===== src/hw/rtl/jsru_pkg.sv =====
package jsru_pkg;

	localparam int FRAC_BITS_DEF = 32;
	localparam int WORD_W        = 64;
	localparam int ACC_W         = 68;

	// configuration register indexes
	localparam logic [1:0] REG_TWO_G  = 2'd0;
	localparam logic [1:0] REG_LAMBDA = 2'd1;
	localparam logic [1:0] REG_DT     = 2'd2;

	localparam logic [62:0] DT_RESET = 63'd4295;
	localparam logic [3:0]  LAST_IDX = 4'd8;

	function automatic logic [1:0] row_of(input logic [3:0] e);
		logic [1:0] r;
		begin
			case (e) inside
				4'd3, 4'd4, 4'd5: r = 2'd1;
				4'd6, 4'd7, 4'd8: r = 2'd2;
				default:          r = 2'd0;
			endcase
			return r;
		end
	endfunction

	function automatic logic [1:0] col_of(input logic [3:0] e);
		logic [1:0] c;
		begin
			case (e) inside
				4'd1, 4'd4, 4'd7: c = 2'd1;
				4'd2, 4'd5, 4'd8: c = 2'd2;
				default:          c = 2'd0;
			endcase
			return c;
		end
	endfunction

	function automatic logic [3:0] idx_of(input logic [1:0] r, input logic [1:0] c);
		return {1'b0, r, 1'b0} + {2'b00, r} + {2'b00, c};
	endfunction

	// index of the transposed element
	function automatic logic [3:0] tp_of(input logic [3:0] e);
		return idx_of(col_of(e), row_of(e));
	endfunction

	function automatic logic [63:0] sat_acc(input logic [ACC_W-1:0] a);
		logic [63:0] v;
		begin
			if (a[ACC_W-1:63] == {(ACC_W-63){a[63]}})
				v = a[63:0];
			else if (a[ACC_W-1])
				v = {1'b1, 63'd0};
			else
				v = {1'b0, {63{1'b1}}};
			return v;
		end
	endfunction

endpackage


===== src/hw/rtl/jsru_mul.sv =====
module jsru_mul #(
	parameter int FRAC_BITS = jsru_pkg::FRAC_BITS_DEF
) (
	input  logic        clk,
	input  logic        arst_n,
	input  logic        start,
	input  logic [63:0] a,
	input  logic [63:0] b,
	output logic        done,
	output logic [63:0] result
);

	logic [63:0]  a_q, b_q;
	logic [127:0] acc_q;
	logic [65:0]  pp_q;
	logic [1:0]   sh_q;
	logic [2:0]   ph_q;
	logic         busy_q, done_q;
	logic [63:0]  result_q;

	logic signed [32:0]  opa, opb;
	logic signed [65:0]  pp;
	logic [127:0]        pp_ext, pp_shifted;
	logic signed [127:0] shifted;
	logic [63:0]         sat_v;

	// one 33x33 partial product per cycle: low*low, low*high, high*low, high*high
	always_comb begin
		case (ph_q[1:0])
			2'd0: begin
				opa = {1'b0, a_q[31:0]};
				opb = {1'b0, b_q[31:0]};
			end
			2'd1: begin
				opa = {1'b0, a_q[31:0]};
				opb = {b_q[63], b_q[63:32]};
			end
			2'd2: begin
				opa = {a_q[63], a_q[63:32]};
				opb = {1'b0, b_q[31:0]};
			end
			default: begin
				opa = {a_q[63], a_q[63:32]};
				opb = {b_q[63], b_q[63:32]};
			end
		endcase
		pp = opa * opb;
		pp_ext = {{62{pp_q[65]}}, pp_q};
		case (sh_q)
			2'd0:    pp_shifted = pp_ext;
			2'd1:    pp_shifted = pp_ext << 32;
			default: pp_shifted = pp_ext << 64;
		endcase
		shifted = $signed(acc_q) >>> FRAC_BITS;
		if (shifted[127:63] == {65{shifted[63]}})
			sat_v = shifted[63:0];
		else if (acc_q[127])
			sat_v = {1'b1, 63'd0};
		else
			sat_v = {1'b0, {63{1'b1}}};
	end

	always_ff @(posedge clk or negedge arst_n) begin
		if (!arst_n) begin
			busy_q <= 1'b0;
			done_q <= 1'b0;
			ph_q   <= 3'd0;
		end else begin
			done_q <= 1'b0;
			if (start) begin
				busy_q <= 1'b1;
				ph_q   <= 3'd0;
			end else if (busy_q) begin
				ph_q <= ph_q + 3'd1;
				if (ph_q == 3'd5) begin
					busy_q <= 1'b0;
					done_q <= 1'b1;
				end
			end
		end
	end

	always_ff @(posedge clk) begin
		if (start) begin
			a_q   <= a;
			b_q   <= b;
			acc_q <= '0;
		end else if (busy_q) begin
			if (ph_q < 3'd4) begin
				pp_q <= pp;
				sh_q <= (ph_q == 3'd0) ? 2'd0 : ((ph_q == 3'd3) ? 2'd2 : 2'd1);
			end
			if (ph_q >= 3'd1 && ph_q <= 3'd4)
				acc_q <= acc_q + pp_shifted;
			if (ph_q == 3'd5)
				result_q <= sat_v;
		end
	end

	assign done   = done_q;
	assign result = result_q;

endmodule


===== config.mk =====
export PLATFORM = sky130hd
export DESIGN_NAME = jsru_mul
export DESIGN_NICKNAME = d
export VERILOG_FILES = /design/src/hw/rtl/jsru_pkg.sv /design/src/hw/rtl/jsru_mul.sv
export SDC_FILE = /design/constraint.sdc
export NUM_CORES = 2
export LEC_CHECK = 0
export BUFFER_PORTS_ARGS = -buffer_cell sky130_fd_sc_hd__buf_2
export CAP_MARGIN = 10
export CORE_UTILIZATION = 60
export CTS_CLUSTER_SIZE = 25
export DETAILED_ROUTE_END_ITERATION = 12
export MAX_ROUTING_LAYER = met4
export PLACE_DENSITY_LB_ADDON = 0.2
export SLEW_MARGIN = 15
export SYNTH_ARGS = -nofsm -noshare
export SYNTH_HDL_FRONTEND = slang
export SYNTH_SLANG_ARGS = --single-unit

===== constraint.sdc =====
create_clock -name clk -period 18.55 [get_ports clk]
set_clock_uncertainty 0.15 [all_clocks]
set_input_delay 1.855 -clock clk [delete_from_list [all_inputs] [get_ports clk]]
set_output_delay 1.855 -clock clk [all_outputs]
set_load 0.01 [all_outputs]

==> metrics.md <==
| Metric | Value |
|---|---|
| Status | `completed` |
| Worst setup path start | `ph_q[1]` |
| Clock tree root buffer cell | `clkbuf_16` |
| Ys Warns | `0` |
| Top-area cell type share of the netlist area | `0.375` |
| WS Path Type | `flop to flop` |
| Initial antenna violation count | `0` |
| Vias | `48.0k` |
| H-tree Lvls | `2` |
| Post-synthesis mux area share | `0.0257` |
| Postcts setup bufs | `0` |
| Final Cell Area | `65300 um^2` |
| Pre-CTS setup slack | `7.40 ns` |
| Initial DRC count | `4516` |
| Worst setup margin | `7.37 ns` |
| Max Fclk | `89.4 MHz` |
| Worst R2R Start | `ph_q[1]` |
| CP Max Fanout | `39` |
| Maximum root-to-sink buffer count | `3` |
| CP Data Required Time | `18.81 ns` |
| DRC errors left | `0` |
| Main area contributors after synthesis | `fa_1 37%, edfxtp_1 13%, inv_1 7.3%` |
| CORE AREA | `101000 um^2` |
| Hpwl dp | `150000 um` |
| Drt via density | `5.90` |
| Final WL | `190000 um` |
| PortBufs | `195` |
| XOR/XNOR share of the synthesized area | `0.0272` |
| I/O pin total | `196` |
| Hold path cells | `2` |
| Gate count after technology mapping | `6752` |
| Post-synth cell types | `94` |
| Syn Nets | `8379` |
| Synthesized area | `61200 um^2` |
| Reg2Reg Setup Slack | `7.37 ns` |
| GPL Wtd Cong | `0.994` |
| DRT Pass-1 Iters | `5` |
| RSZ-0062 raised after global routing | `no` |
| Hold WC Path Type | `flop to flop` |
| First-pass GRT wire length | `290000 um` |
| # rows | `116` |
| Die Ht | `321 um` |
| Yosys reg bits | `393` |
| Min cycle time layout | `11.18 ns` |
| CP arrival | `11.44 ns` |
| Slowest cell on the critical path | `nand2_1` |
| Count leader, synth | `inv_1` |
| Most Frequent Cell on Critical Path | `fa_1` |
| Pin count of the biggest net entering global routing | `117` |
| Critical Path Sink Type | `flop` |
| Syn avg cell area | `9.07 um^2` |
| Ys flop type | `edfxtp_1` |
| Die Area | `103000 um^2` |
| Clock sink total | `393` |
| Startpoint types | `flop` |
| Setup-failing EPs final | `0` |
| DR WL/cell | `23.3 um` |
| Seq/Total Area, Yosys | `0.171` |
| CTS buffer count | `48` |
| Largest family of logic cells by synthesized area | `adder cells` |
| Post-synth EDFFs | `260` |
| Measured slew at the worst slew-check pin | `1.21 ns` |
| Compound-cell area share of the yosys netlist | `0.0953` |
| Asr flop ratio synth | `0.0127` |
| # resized after CTS | `0` |
| Area Growth Syn to Fin | `6.60%` |
| Final number of hold-violating endpoints | `0` |
| Fin crit share | `0.603` |
| Post-synthesis adder-cell area fraction | `0.446` |
| CTS tree | `yes` |
| R2R cell count | `35` |
| Vias in the first global route | `48.9k` |
| Clk Latency, worst-skew pair | `0.67 ns` |
| Chip Width | `321 um` |
| NumNets Final | `8362` |
| DP Area | `63600 um^2` |
| Max-slew violation count | `0` |
| Share of layout cells above drive strength 1 | `0.0747` |
| WHS | `0.307 ns` |
| Clock transition at path regs | `0.06 ns` |
| Post-synth top cells | `1195 x inv_1, 1146 x fa_1, 1024 x nand2_1, 759 x nor2_1, 350 x ha_1` |
| Worst hold start | `acc_q[27]` |
| Relative slew slack | `0.177` |
| Total GRT Usage | `0.386` |
| Cts hold-fix bufs | `0` |
| TNS Setup | `0 ns` |
| Max incr delay on CP | `0.66 ns` |
| Grt ovf | `0` |
| Max-Cap Viols | `0` |
| Area leader, netlist | `fa_1` |
| Initial Util | `0.609` |
| Antenna Nets Post-Route | `0` |
| Post-Synth Simple-Gate Area | `0.140` |
-- layout make-up --
class | count | area, um^2
clock inverter | 30 | 400
fill | 8481 | 35300
multi-input combinational | 4829 | 45400
antenna | 2 | 5.00
tap | 1357 | 1700
inverter | 1197 | 4490
clock buffer | 60 | 1290
timing repair buffer | 266 | 1550
sequential | 393 | 10500
-- per-layer routing --
layer,GRT usage,wire (um),part of all wire,up-vias
met5,-,0,0,-
met4,0.215,13300,0.070,0
met3,0.0946,20900,0.11,654
li1,-,-,-,21088
met1,0.485,72500,0.38,23505
met2,0.576,82900,0.44,2703
-- path summary, 6_finish.rpt --
path,to
worst max-delay path,pp_q[65]
worst min-delay path,acc_q[27]
worst max register to register,pp_q[65]
worst min register to register,acc_q[27]
max in group asynchronous,ph_q[1]
min in group asynchronous,done
-- worst max-delay path, delay by kind of cell, from the launching register on --
kind / cells / cell delay [ns]
XOR/XNOR: 1 / 0.13
flip-flops: 1 / 0.42
AND/OR/NAND/NOR: 5 / 1.41
adder cells (fa/ha/maj): 10 / 4.71
buffers and inverters: 9 / 1.79
AO/OA/AOI/OAI: 10 / 2.21
-- through the flow --
| stage | utilization | cells |
|---|---|---|
| after global routing | 0.649 | 8132 |
| after CTS | 0.649 | 8132 |
| after floorplan | - | 6752 |
| final | 0.649 | 8134 |
| after detailed placement | 0.632 | 8042 |
| after global placement | 0.632 | 8041 |
-- sequential cells by signal (all words and copies together), names as in the netlist --
register,flops
pp_q,66
b_q,64
a_q,64
busy_q,1
sh_q,2
ph_q,3
result,64
done,1
acc_q,128
-- cell usage in the layout, fill, tap and decap left out, drive strengths merged, types with 76 or more instances in the layout --
cell	count
nand2	1024
nand4	76
o21ai	147
xnor2	119
buf	266
a21oi	350
dfxtp	128
inv	1202
nor2	759
edfxtp	260
fa	1146
a21o	137
mux2i	93
ha	350
-- kinds of logic after synthesis --
kind of cell | after synthesis
buffers and inverters | 1530
adders and majority gates | 1496
AOI/OAI and AO/OA | 903
xor gates and xnor gates | 190
DFF | 393
and+or+nand+nor | 2090
muxes | 150
Power is left out: the tool's default activity adds up to more than one toggle a clock period on the data nets, which glitch-free logic cannot reach.
